### config.mk
export PLATFORM = sky130hd
export DESIGN_NAME = classifier_reject_and_stabilize_flat
export DESIGN_NICKNAME = d
export VERILOG_FILES = /design/src/rtl/crs_pkg.sv /design/src/rtl/crs_in_if.sv /design/src/rtl/crs_out_if.sv /design/src/rtl/classifier_reject_and_stabilize.sv /design/src/flat_wrapper.sv
export SDC_FILE = /design/constraint.sdc
export NUM_CORES = 2
export LEC_CHECK = 0
export BUFFER_PORTS_ARGS = -buffer_cell sky130_fd_sc_hd__buf_2
export CAP_MARGIN = 30
export CORE_ASPECT_RATIO = 0.75
export CORE_UTILIZATION = 55
export DETAILED_ROUTE_END_ITERATION = 10
export MAX_ROUTING_LAYER = met4
export PLACE_DENSITY = 0.69
export SETUP_SLACK_MARGIN = 0.3
export SYNTH_ARGS = -nofsm -noshare
export SYNTH_HDL_FRONTEND = slang
export SYNTH_SLANG_ARGS = --single-unit
### constraint.sdc
create_clock -name clk -period 16.67 [get_ports clk]
set_input_delay 3.334 -clock clk [delete_from_list [all_inputs] [get_ports clk]]
set_output_delay 3.334 -clock clk [all_outputs]
set_load 0.02 [all_outputs]
### src/rtl/crs_pkg.sv
// crs_pkg: shared types, codes and decision helpers for the classifier
// reject-and-stabilize block; no dependencies
package crs_pkg;

  localparam int FRAC_BITS = 16;
  localparam int PROB_W    = FRAC_BITS + 1;

  typedef logic [PROB_W-1:0] prob_t;
  typedef logic [1:0]        label_t;

  localparam prob_t ONE_Q  = prob_t'(1) << FRAC_BITS;
  localparam prob_t HALF_Q = prob_t'(1) << (FRAC_BITS - 1);

  localparam label_t LABEL_ZERO    = 2'd0;
  localparam label_t LABEL_ONE     = 2'd1;
  localparam label_t LABEL_UNKNOWN = 2'd2;

  localparam logic [1:0] REJ_CONF   = 2'd0;
  localparam logic [1:0] REJ_MARGIN = 2'd1;
  localparam logic [1:0] REJ_BOTH   = 2'd2;
  localparam logic [1:0] REJ_ALIAS  = 2'd3;

  localparam logic [2:0] STAB_VOTE = 3'd0;
  localparam logic [2:0] STAB_AVG  = 3'd1;
  localparam logic [2:0] STAB_EMA  = 3'd2;
  localparam logic [2:0] STAB_HYST = 3'd3;

  localparam logic [2:0] REG_REJ_MODE  = 3'd0;
  localparam logic [2:0] REG_STAB_MODE = 3'd1;
  localparam logic [2:0] REG_CONF_TH   = 3'd2;
  localparam logic [2:0] REG_MARGIN_TH = 3'd3;
  localparam logic [2:0] REG_EMA_W     = 3'd4;
  localparam logic [2:0] REG_CONFIRM   = 3'd5;
  localparam logic [2:0] REG_RELEASE   = 3'd6;

  function automatic prob_t win_conf(input prob_t p);
    return (p >= HALF_Q) ? p : prob_t'(ONE_Q - p);
  endfunction

  // p is already saturated to one
  function automatic label_t decide(input prob_t p, input logic [1:0] mode,
                                    input prob_t conf_th, input prob_t margin_th);
    logic [PROB_W:0] twice;
    logic [PROB_W:0] one_w;
    logic [PROB_W:0] margin;
    logic            fail;
    twice  = {p, 1'b0};
    one_w  = {1'b0, ONE_Q};
    margin = (twice >= one_w) ? (twice - one_w) : (one_w - twice);
    fail   = ((mode != REJ_MARGIN) && (win_conf(p) < conf_th)) ||
             ((mode != REJ_CONF) && (margin < {1'b0, margin_th}));
    if (fail) begin
      return LABEL_UNKNOWN;
    end
    return (p >= HALF_Q) ? LABEL_ONE : LABEL_ZERO;
  endfunction

endpackage

### src/rtl/crs_in_if.sv
// crs_in_if: sample channel, valid/ready with one probability
// depends on crs_pkg
interface crs_in_if;
  import crs_pkg::*;
  logic  valid;
  logic  ready;
  prob_t class_one_probability;
  modport source(output valid, output class_one_probability, input ready);
  modport sink(input valid, input class_one_probability, output ready);
endinterface

### src/rtl/crs_out_if.sv
// crs_out_if: result channel, valid/ready with labels and confidence
// depends on crs_pkg
interface crs_out_if;
  import crs_pkg::*;
  logic   valid;
  logic   ready;
  label_t raw_label;
  label_t stable_label;
  prob_t  winning_confidence;
  modport source(output valid, output raw_label, output stable_label,
                 output winning_confidence, input ready);
  modport sink(input valid, input raw_label, input stable_label,
               input winning_confidence, output ready);
endinterface

### src/rtl/classifier_reject_and_stabilize.sv
// classifier_reject_and_stabilize: two-class rejection with vote, window
// average, ema and hysteresis stabilizers; depends on crs_pkg, crs_in_if, crs_out_if
//
// One sample is taken at a time. After a transaction on samples the block walks the
// filled part of the ring (one entry per cycle, up to WINDOW), runs a restoring
// divider one quotient bit per cycle, uses one shared 17x17 multiplier twice for the
// ema (skipped for the first sample), presents the result and goes back to idle to
// take the next sample. samples.ready is low from the transaction until the block is
// idle again. The result stays in an output register until taken; while it waits
// the next result holds the block in its last step.
module classifier_reject_and_stabilize #(
  parameter int WINDOW = 5
) (
  input  logic            clk,
  input  logic            rst,
  crs_in_if.sink          samples,
  crs_out_if.source       results,
  input  logic            psel,
  input  logic            penable,
  input  logic            pwrite,
  input  logic [4:0]      paddr,
  input  logic [31:0]     pwdata,
  output logic [31:0]     prdata,
  output logic            pready
);
  import crs_pkg::*;

  localparam int IW = (WINDOW > 1) ? $clog2(WINDOW) : 1;
  localparam int LW = $clog2(WINDOW + 1);
  localparam int SW = PROB_W + LW;
  localparam int CW = $clog2(SW + 1);
  localparam int MW = 2 * PROB_W;

  localparam logic [2:0] ST_IDLE = 3'd0;
  localparam logic [2:0] ST_WALK = 3'd1;
  localparam logic [2:0] ST_DIV  = 3'd2;
  localparam logic [2:0] ST_MUL0 = 3'd3;
  localparam logic [2:0] ST_MUL1 = 3'd4;
  localparam logic [2:0] ST_FIN  = 3'd5;

  logic [1:0] rej_mode;
  logic [2:0] stab_mode;
  prob_t      conf_th, margin_th, ema_w, confirm_lvl, release_lvl;

  logic [2:0] state;
  prob_t      p_reg;
  label_t     raw_reg;
  label_t     label_ring [WINDOW];
  prob_t      prob_ring [WINDOW];
  logic [IW-1:0] wpos;
  logic       ring_full;
  logic [LW-1:0] len;
  logic [CW-1:0] step;
  logic [SW-1:0] quo;
  logic [LW-1:0] rem;
  logic [LW-1:0] cnt0, cnt1, cnt2;
  prob_t      smoothed;
  logic       started;
  logic       ema_go;
  label_t     held;
  logic [MW-1:0] acc;

  logic       out_valid;
  label_t     out_raw, out_stable;
  prob_t      out_conf;

  // apb
  logic       wr_en;
  logic [2:0] reg_idx;
  assign pready  = 1'b1;
  assign reg_idx = paddr[4:2];
  assign wr_en   = psel && penable && pwrite && pready;

  always_ff @(posedge clk) begin
    if (rst) begin
      rej_mode    <= REJ_BOTH;
      stab_mode   <= STAB_AVG;
      conf_th     <= prob_t'(49152);
      margin_th   <= prob_t'(26214);
      ema_w       <= prob_t'(19661);
      confirm_lvl <= prob_t'(45875);
      release_lvl <= prob_t'(29491);
    end else if (wr_en) begin
      case (reg_idx)
        REG_REJ_MODE:  rej_mode    <= (pwdata[1:0] == REJ_ALIAS) ? REJ_BOTH : pwdata[1:0];
        REG_STAB_MODE: stab_mode   <= pwdata[2:0];
        REG_CONF_TH:   conf_th     <= pwdata[PROB_W-1:0];
        REG_MARGIN_TH: margin_th   <= pwdata[PROB_W-1:0];
        REG_EMA_W:     ema_w       <= pwdata[PROB_W-1:0];
        REG_CONFIRM:   confirm_lvl <= pwdata[PROB_W-1:0];
        REG_RELEASE:   release_lvl <= pwdata[PROB_W-1:0];
        default: ;
      endcase
    end
  end

  always_comb begin
    case (reg_idx)
      REG_REJ_MODE:  prdata = {30'd0, rej_mode};
      REG_STAB_MODE: prdata = {29'd0, stab_mode};
      REG_CONF_TH:   prdata = {15'd0, conf_th};
      REG_MARGIN_TH: prdata = {15'd0, margin_th};
      REG_EMA_W:     prdata = {15'd0, ema_w};
      REG_CONFIRM:   prdata = {15'd0, confirm_lvl};
      REG_RELEASE:   prdata = {15'd0, release_lvl};
      default:       prdata = 32'd0;
    endcase
  end

  // input side
  logic   in_acc;
  prob_t  p_sat, conf_in;
  label_t raw_in;
  prob_t  own_in;
  label_t held_next;
  logic   wrap;
  assign samples.ready = (state == ST_IDLE);
  assign in_acc  = samples.valid && samples.ready;
  assign p_sat   = (samples.class_one_probability > ONE_Q) ? ONE_Q
                                                            : samples.class_one_probability;
  assign conf_in = win_conf(p_sat);
  assign raw_in  = decide(p_sat, rej_mode, conf_th, margin_th);
  assign own_in  = (held == LABEL_ONE) ? p_sat : prob_t'(ONE_Q - p_sat);
  assign wrap    = (wpos == IW'(WINDOW - 1));

  always_comb begin
    held_next = held;
    if (held == LABEL_UNKNOWN) begin
      if (raw_in != LABEL_UNKNOWN && conf_in >= confirm_lvl) held_next = raw_in;
    end else if (own_in < release_lvl) begin
      held_next = LABEL_UNKNOWN;
    end else if (raw_in != LABEL_UNKNOWN && raw_in != held && conf_in >= confirm_lvl) begin
      held_next = raw_in;
    end
  end

  // shared datapath
  logic [IW-1:0] idx;
  logic [SW-1:0] sum_next;
  logic [LW:0]   rem_sh;
  logic          qbit;
  prob_t         w_sat, mul_a, mul_b;
  logic [MW-1:0] prod, ema_sum;
  assign idx      = step[IW-1:0];
  assign sum_next = quo + SW'(prob_ring[idx]);
  assign rem_sh   = {rem, quo[SW-1]};
  assign qbit     = (rem_sh >= {1'b0, len});
  assign w_sat    = (ema_w > ONE_Q) ? ONE_Q : ema_w;
  assign mul_a    = (state == ST_MUL0) ? w_sat : prob_t'(ONE_Q - w_sat);
  assign mul_b    = (state == ST_MUL0) ? p_reg : smoothed;
  assign prod     = MW'(mul_a) * MW'(mul_b);
  assign ema_sum  = acc + prod;

  always_ff @(posedge clk) begin
    if (in_acc) begin
      label_ring[wpos] <= raw_in;
      prob_ring[wpos]  <= p_sat;
    end
  end

  always_ff @(posedge clk) begin
    if (rst) begin
      state    <= ST_IDLE;
      wpos     <= '0;
      ring_full <= 1'b0;
      smoothed <= HALF_Q;
      started  <= 1'b0;
      held     <= LABEL_UNKNOWN;
    end else begin
      case (state)
        ST_IDLE: begin
          if (in_acc) begin
            wpos      <= wrap ? '0 : wpos + 1'b1;
            ring_full <= ring_full || wrap;
            held      <= held_next;
            if (!started) begin
              smoothed <= p_sat;
              started  <= 1'b1;
            end
            state <= ST_WALK;
          end
        end
        ST_WALK: begin
          if (step == CW'(len - 1'b1)) state <= ST_DIV;
        end
        ST_DIV: begin
          if (step == CW'(SW - 1)) state <= ema_go ? ST_MUL0 : ST_FIN;
        end
        ST_MUL0: state <= ST_MUL1;
        ST_MUL1: begin
          smoothed <= ema_sum[FRAC_BITS +: PROB_W];
          state    <= ST_FIN;
        end
        ST_FIN: begin
          if (!out_valid || results.ready) state <= ST_IDLE;
        end
        default: state <= ST_IDLE;
      endcase
    end
  end

  always_ff @(posedge clk) begin
    case (state)
      ST_IDLE: begin
        p_reg   <= p_sat;
        raw_reg <= raw_in;
        ema_go  <= started;
        len     <= (ring_full || wrap) ? LW'(WINDOW) : LW'(wpos) + 1'b1;
        step    <= '0;
        quo     <= '0;
        cnt0    <= '0;
        cnt1    <= '0;
        cnt2    <= '0;
      end
      ST_WALK: begin
        if (label_ring[idx] == LABEL_ZERO) cnt0 <= cnt0 + 1'b1;
        if (label_ring[idx] == LABEL_ONE) cnt1 <= cnt1 + 1'b1;
        if (label_ring[idx] == LABEL_UNKNOWN) cnt2 <= cnt2 + 1'b1;
        quo <= sum_next;
        rem <= '0;
        step <= (step == CW'(len - 1'b1)) ? '0 : step + 1'b1;
      end
      ST_DIV: begin
        rem  <= qbit ? LW'(rem_sh - {1'b0, len}) : rem_sh[LW-1:0];
        quo  <= {quo[SW-2:0], qbit};
        step <= step + 1'b1;
      end
      ST_MUL0: acc <= prod;
      default: ;
    endcase
  end

  // result
  label_t vote, stable;
  always_comb begin
    vote = (cnt1 > cnt0) ? LABEL_ONE : LABEL_ZERO;
    if (cnt2 > ((vote == LABEL_ONE) ? cnt1 : cnt0)) vote = LABEL_UNKNOWN;
    case (stab_mode)
      STAB_VOTE: stable = vote;
      STAB_AVG:  stable = decide(quo[PROB_W-1:0], rej_mode, conf_th, margin_th);
      STAB_EMA:  stable = decide(smoothed, rej_mode, conf_th, margin_th);
      STAB_HYST: stable = held;
      default:   stable = raw_reg;
    endcase
  end

  always_ff @(posedge clk) begin
    if (rst) begin
      out_valid <= 1'b0;
    end else if (state == ST_FIN && (!out_valid || results.ready)) begin
      out_valid <= 1'b1;
    end else if (results.ready) begin
      out_valid <= 1'b0;
    end
  end

  always_ff @(posedge clk) begin
    if (state == ST_FIN && (!out_valid || results.ready)) begin
      out_raw    <= raw_reg;
      out_stable <= stable;
      out_conf   <= win_conf(p_reg);
    end
  end

  assign results.valid              = out_valid;
  assign results.raw_label          = out_raw;
  assign results.stable_label       = out_stable;
  assign results.winning_confidence = out_conf;

`ifndef SYNTHESIS
  a_busy_after_accept: assert property (@(posedge clk) disable iff (rst)
    in_acc |=> state == ST_WALK)
    else $error("no walk after sample transaction");
  a_len_nonzero: assert property (@(posedge clk) disable iff (rst)
    (state == ST_WALK || state == ST_DIV) |-> (len != '0 && len <= LW'(WINDOW)))
    else $error("bad window length");
  a_wpos_range: assert property (@(posedge clk) disable iff (rst)
    wpos <= IW'(WINDOW - 1))
    else $error("ring position out of range");
  a_held_code: assert property (@(posedge clk) disable iff (rst)
    (held != held_next) |-> (in_acc || held_next != LABEL_UNKNOWN || held != LABEL_UNKNOWN))
    else $error("hysteresis changed without sample");
`endif

endmodule

### src/flat_wrapper.sv
// flat-port wrapper written by rule: the top's interface ports become plain ports
module classifier_reject_and_stabilize_flat import crs_pkg::*;
#(
  parameter int WINDOW = 5
)
  (clk, rst, psel, penable, pwrite, paddr, pwdata, prdata, pready, samples_valid, samples_class_one_probability, samples_ready, results_valid, results_raw_label, results_stable_label, results_winning_confidence, results_ready);
  crs_in_if samples_i ();
  crs_out_if results_i ();
  input  logic clk;
  input  logic rst;
  input  logic psel;
  input  logic penable;
  input  logic pwrite;
  input  logic [4:0] paddr;
  input  logic [31:0] pwdata;
  output logic [31:0] prdata;
  output logic pready;
  input wire logic [$bits(samples_i.valid)-1:0] samples_valid;
  input wire logic [$bits(samples_i.class_one_probability)-1:0] samples_class_one_probability;
  output wire logic [$bits(samples_i.ready)-1:0] samples_ready;
  output wire logic [$bits(results_i.valid)-1:0] results_valid;
  output wire logic [$bits(results_i.raw_label)-1:0] results_raw_label;
  output wire logic [$bits(results_i.stable_label)-1:0] results_stable_label;
  output wire logic [$bits(results_i.winning_confidence)-1:0] results_winning_confidence;
  input wire logic [$bits(results_i.ready)-1:0] results_ready;
  assign samples_i.valid = samples_valid;
  assign samples_i.class_one_probability = samples_class_one_probability;
  assign samples_ready = samples_i.ready;
  assign results_valid = results_i.valid;
  assign results_raw_label = results_i.raw_label;
  assign results_stable_label = results_i.stable_label;
  assign results_winning_confidence = results_i.winning_confidence;
  assign results_i.ready = results_ready;
  classifier_reject_and_stabilize #(.WINDOW(WINDOW)) u_core (.clk(clk), .rst(rst), .samples(samples_i), .results(results_i), .psel(psel), .penable(penable), .pwrite(pwrite), .paddr(paddr), .pwdata(pwdata), .prdata(prdata), .pready(pready));
endmodule
# Word level (Yosys, flattened, before mapping)
# Memory sizes are Yosys's and may differ from the RTL's. A register that Yosys moved wholly into a read port is not among the register bits.
# Cells that the tools add are included.
# totals
ff_bits,232
ramBits,95
input_bits,61
output_inout_bits,56
wordCells,213
memories,2
# classes
addsub,20
multipliers,1
n_lt_le_gt_ge,20
eq_ne,35
n_mux,63
reduce_logical,44
# memory_table
memory,words,word_bits,rd,rd_ports_with_merged_regs,write_ports,line,text
u_core.prob_ring,5,17,1,1,1,classifier_reject_and_stabilize.sv:49,prob_t prob_ring [WINDOW];
u_core.label_ring,5,2,1,1,1,classifier_reject_and_stabilize.sv:48,label_t label_ring [WINDOW];
# op_table
operator,n
$mux 17,11
$pmux 17 s7,1
$sub 17x17->17 const A,5
$ge 17x16->1 const B,4
$lt 17x17->1,4
$pmux 20 s3,1
$ge 18x17->1 const B,3
$lt 18x17->1,3
$mux 18,3
$sub 17x18->18 const A,3
$sub 18x17->18 const B,3
$mux 3,13
$gt 17x17->1 const B,2
$pmux 17 s2,1
$add 33x33->33,1
$mul 17x17->33,1
$mux 2,12
$pmux 3 s2,4
$reduce_and 2->1,11
$add 20x17->20,1
$eq 3x2->1 const B,6
$eq 3x3->1 const B,6
$pmux 3 s6,1
$ge 17x17->1,1
27 further kinds,82

# Depth between registers and ports, before layout
# logic_depth
ltp_word,15
mapped_depth,45
mapped_depth_nobuf,42

# Worst setup path before layout
# OpenSTA, ideal clock, no wires.
# synth_path
path_type,flip-flop to flip-flop
start,register u_core.ema_w[4]
end,register u_core.smoothed[8]
setup_time_ns,0.091
arrival_ns,9.707
required_ns,16.579
setup_slack_ns,6.872
stages_incl_launch_ff,41
path_buffers,3
synth_period_minus_slack_ns,9.798
cell_sequence,dfxtp_1 > clkbuf_1 > nor4_1 > nand2_1 > nor4_1 > nand2_1 > and2_1 > clkbuf_1 > o21ai_0 > nor3_1 > nor2_1 > o22a_1 > clkbuf_1 > nor2_1 > fa_1 > inv_1 > fa_1 > fa_1 > (+5 left out) > inv_1 > ha_1 > and2_1 > a2111o_1 > a2111oi_0 > nor2_1 > a21o_1 > a21oi_1 > o21bai_1 > a21oi_1 > xnor2_1 > ha_1 > a2111oi_0 > nand2_1 > o21bai_1 > a21boi_0 > or3_1 > a311oi_1
# synth_via
elab_chain_cells,7
# synth_lines
item,line,text
start: declaration,classifier_reject_and_stabilize.sv:43,"prob_t conf_th, margin_th, ema_w, confirm_lvl, release_lvl;"
start signal: assignment,classifier_reject_and_stabilize.sv:80,ema_w <= prob_t'(19661);
start signal: assignment,classifier_reject_and_stabilize.sv:89,REG_EMA_W: ema_w <= pwdata[PROB_W-1:0];
$gt 17x17->1,classifier_reject_and_stabilize.sv:148,assign w_sat = (ema_w > ONE_Q) ? ONE_Q : ema_w;
$mux 17 (*),classifier_reject_and_stabilize.sv:148,
$sub 17x17->17,classifier_reject_and_stabilize.sv:149,assign mul_a = (state == ST_MUL0) ? w_sat : prob_t'(ONE_Q - w_sat);
$mux 17 (*),classifier_reject_and_stabilize.sv:149,
$mul 17x17->33 (*),classifier_reject_and_stabilize.sv:151,assign prod = MW'(mul_a) * MW'(mul_b);
named net u_core.prod[21],classifier_reject_and_stabilize.sv:143,"logic [MW-1:0] prod, ema_sum;"
$add 33x33->33 (*),classifier_reject_and_stabilize.sv:152,assign ema_sum = acc + prod;
$pmux 17 s2 (*),classifier_reject_and_stabilize.sv:170,case (state)
end signal: assignment,classifier_reject_and_stabilize.sv:177,smoothed <= p_sat;
end signal: assignment,classifier_reject_and_stabilize.sv:191,smoothed <= ema_sum[FRAC_BITS +: PROB_W];
end: declaration,classifier_reject_and_stabilize.sv:57,prob_t smoothed;
# The timed path passes the listed nets; every way through them passes the cells marked *.
# A chain may end at the register's enable or synchronous reset.

# Worst setup path in the final report
# layout_path
start,register u_core.ema_w[16]
end,register u_core.smoothed[10]
# The elaborated chain is that of the path after synthesis.

==> flow_summary.json <==
{
  "status": "complete, no violations",
  "use_met3": 0.0651,
  "synth_top_area_share": 0.209,
  "track_usage": 0.339,
  "synth_adder_area_share": 0.277,
  "end_kind": "flip-flop",
  "max_stage_delay_ns": 0.83,
  "crit_path_start_kind": "flip-flop",
  "synth_area_sq_um": 30000,
  "avgSynthCellArea_sq_um": 9.17,
  "dr.first_iter.drc_count": 2686,
  "cp.arrival_ns": 12.10,
  "r2r_setup_slack_ns": 4.94,
  "gp_congestion": 0.978,
  "wire_per_inst_microns": 22.3,
  "post-cts-setup-buffer-count": 0,
  "placed_cell_area_sq_um": 31400,
  "layout_min_cycle_time_ns": 11.73,
  "synth-xor-area-share": 0.0408,
  "register_area_sq_um": 8700,
  "required_ns": 17.03,
  "drcViolationCount": 0,
  "clk_latency_ns": 0.56,
  "clock-root-buffer": "clkbuf_16",
  "muxShareOfSynthArea": 0.0356,
  "crit_fanout": 21,
  "tightest_slew_ns": 1.05,
  "r2r_cells": 35,
  "grt_pass1_vias": 24000,
  "synth_largest_area_cell": "edfxtp_1",
  "holdPathEnd": "u_core.ema_go$_DFFE_PP_",
  "die_w_microns": 272,
  "async_flop_share": 0,
  "synth-seq-cells": 330,
  "die_h_microns": 204,
  "yosys-top-cells-count": "435 x inv_1, 425 x nand2_1, 315 x nor2_1",
  "cts_buffers": 36,
  "synth_edf_count": 209,
  "grt_antenna_before_repair": 2,
  "start_util": 0.562,
  "num_rows": 73,
  "area_growth_pct": 8.48,
  "ant_nets": 0,
  "drv_cap": 0,
  "finalCritPeriodShare": 0.704,
  "fmax_ghz": 0.0852,
  "design_area_sq_um": 32600,
  "synthTopCellsByArea": "edfxtp_1 21%, fa_1 15%, ha_1 13%, dfxtp_1 8.1%, inv_1 5.4%",
  "slowest_stage": "a221oi_1",
  "synthSimpleGateAreaFrac": 0.156,
  "netlist_instances": 3275,
  "synth_compound_area_frac": 0.128,
  "via_per_inst": 6.04,
  "r2r-start": "u_core.ema_w[16]$_SDFFE_PP0P_",
  "worstReg2RegEnd": "u_core.smoothed[10]$_SDFFE_PP0P_",
  "postCtsHoldBufs": 0,
  "reg.largest.list": "u_core.prob_ring x85, u_core.acc x33, u_core.quo x20",
  "final_max_slew_viol_count": 0,
  "port_buffers": 83,
  "fin_skew_ns": 0.0223,
  "htree_num_levels": 2,
  "clk_pin_slew_ns": 0.06,
  "fin_setup_tns_ns": 0,
  "critical_path_class": "reg -> reg",
  "cts_num_sinks": 330,
  "cts_tree": "done",
  "core_area_sq_um": 53400,
  "ys.flop_type": "edfxtp_1",
  "dr_total_vias": 24700,
  "fin_nets": 3931,
  "busiest_layer": "met1",
  "synth_cell_types": 76,
  "grt_overflow_total": 0,
  "globalRouteMet2Util": 0.474,
  "synth_top_family_by_area": "adder cells",
  "synth_warnings": 0,
  "rsz0062_at_grt": "no",
  "largest_reg_flops": 85,
  "yosysMostFrequentCell": "inv_1",
  "min_path_type": "reg -> reg",
  "cts_resized": 0,
  "met1_usage": 0.495,
  "holdPathStages": 0,
  "multiInputGateArea_sq_um": 19200,
  "critPathLaunch": "u_core.ema_w[16]$_SDFFE_PP0P_",
  "min_from": "u_core.started$_SDFFE_PP0P_",
  "nFillCells": 4516,
  "setup_slack_ns": 4.94,
  "drive_above_1_share": 0.0802,
  "setup-violations-final": 0,
  "hold_violations": 0,
  "ios": 117,
  "dieArea_sq_um": 55600,
  "synth-seq-area-share": 0.290,
  "maxSlewHeadroom": 0.299,
  "cts_buffer_depth": 3,
  "grt_max_degree": 95,
  "place_ws_ns": 5.19,
  "regMostFlops": "u_core.prob_ring",
  "hpwl_microns": 70300,
  "grt_pass1_wl_microns": 139000,
  "wl_microns": 91000,
  "firstDrtPassIters": 6
}
## critical path, delay by kind of cell, from the launching register on
kind,cells,cell delay (ns)
AO/OA/AOI/OAI,13,3.96
XOR/XNOR,2,0.42
adder cells (fa/ha/maj),9,4.00
buffers and inverters,5,0.75
flip-flops,1,0.73
AND/OR/NAND/NOR,6,1.66
## how the worst max path moves through the flow
stage	end	slack, ns	cells past startpoint
floorplan	u_core.smoothed[8]$_SDFFE_PP0P_	6.87	40
global placement	u_core.smoothed[15]$_SDFFE_PP1P_	4.87	36
detailed placement	u_core.smoothed[15]$_SDFFE_PP1P_	5.19	37
CTS	u_core.smoothed[10]$_SDFFE_PP0P_	5.14	35
global route	u_core.smoothed[15]$_SDFFE_PP1P_	4.22	37
finish	u_core.smoothed[10]$_SDFFE_PP0P_	4.94	35
## per-stage QoR
stage	std cells	util	hold slack (ns)
3_3_place_gp	4000	0.585	0.443
2_1_floorplan	3289	-	0.426
4_1_cts	4076	0.609	0.471
6_report	4082	0.610	0.468
5_1_grt	4081	0.610	0.489
3_5_place_dp	4011	0.587	0.462
## routing by layer
| layer | wire [microns] | vias to the layer above |
|---|---|---|
| li1 | - | 11200 |
| met1 | 40600 | 12000 |
| met2 | 37500 | 1294 |
| met3 | 10200 | 173 |
| met4 | 2620 | 0 |
| met5 | 0 | - |
## layout by cell type (no fill, tap or decap), types with 20 or more instances in the layout
cell       synthesis  final
xnor2_1          108    108
clkbuf_16          0     36
nand3_1           37     37
mux4_2            20     20
xor2_1            32     32
a211oi_1          22     22
buf_2              2     82
nand2b_1          31     31
dfxtp_1          121    121
mux2i_1           37     37
nor2b_1           43     43
mux2_2            22     22
a21o_1            43     43
edfxtp_1         209    209
a31oi_1           23     23
and2_1            21     21
o21a_1            39     39
a21oi_1          157    157
nor3_1            48     46
o21ai_0          103    102
or3_1             22     22
nand2_1          425    425
nor2_1           315    314
inv_1            435    434
nand3b_1          20     20
ha_1             305    305
buf_4             16     60
fa_1             225    225
a211o_1           33     33
## logic make-up (layout without fill, tap and decap cells)
logic type               count (synthesis)  after routing
AO/OA/AOI/OAI                          578            578
XOR/XNOR                               140            140
adder cells (fa/ha/maj)                530            530
buffers and inverters                  571            649
flip-flops                             330            330
multiplexers                            79             79
other                                    2             19
AND/OR/NAND/NOR                       1045           1045
## cell type report
cell class                      instances  area share
Multi-Input combinational cell       2388       0.590
Clock inverter                         15     0.00522
Tap cell                              712      0.0273
Sequential cell                       330       0.267
Timing Repair Buffer                  149      0.0297
Clock buffer                           50      0.0305
Inverter                              435      0.0501
Antenna cell                            3    0.000230
Power is left out: the tool's default activity adds up to more than one toggle a clock period on the data nets, which glitch-free logic cannot reach.
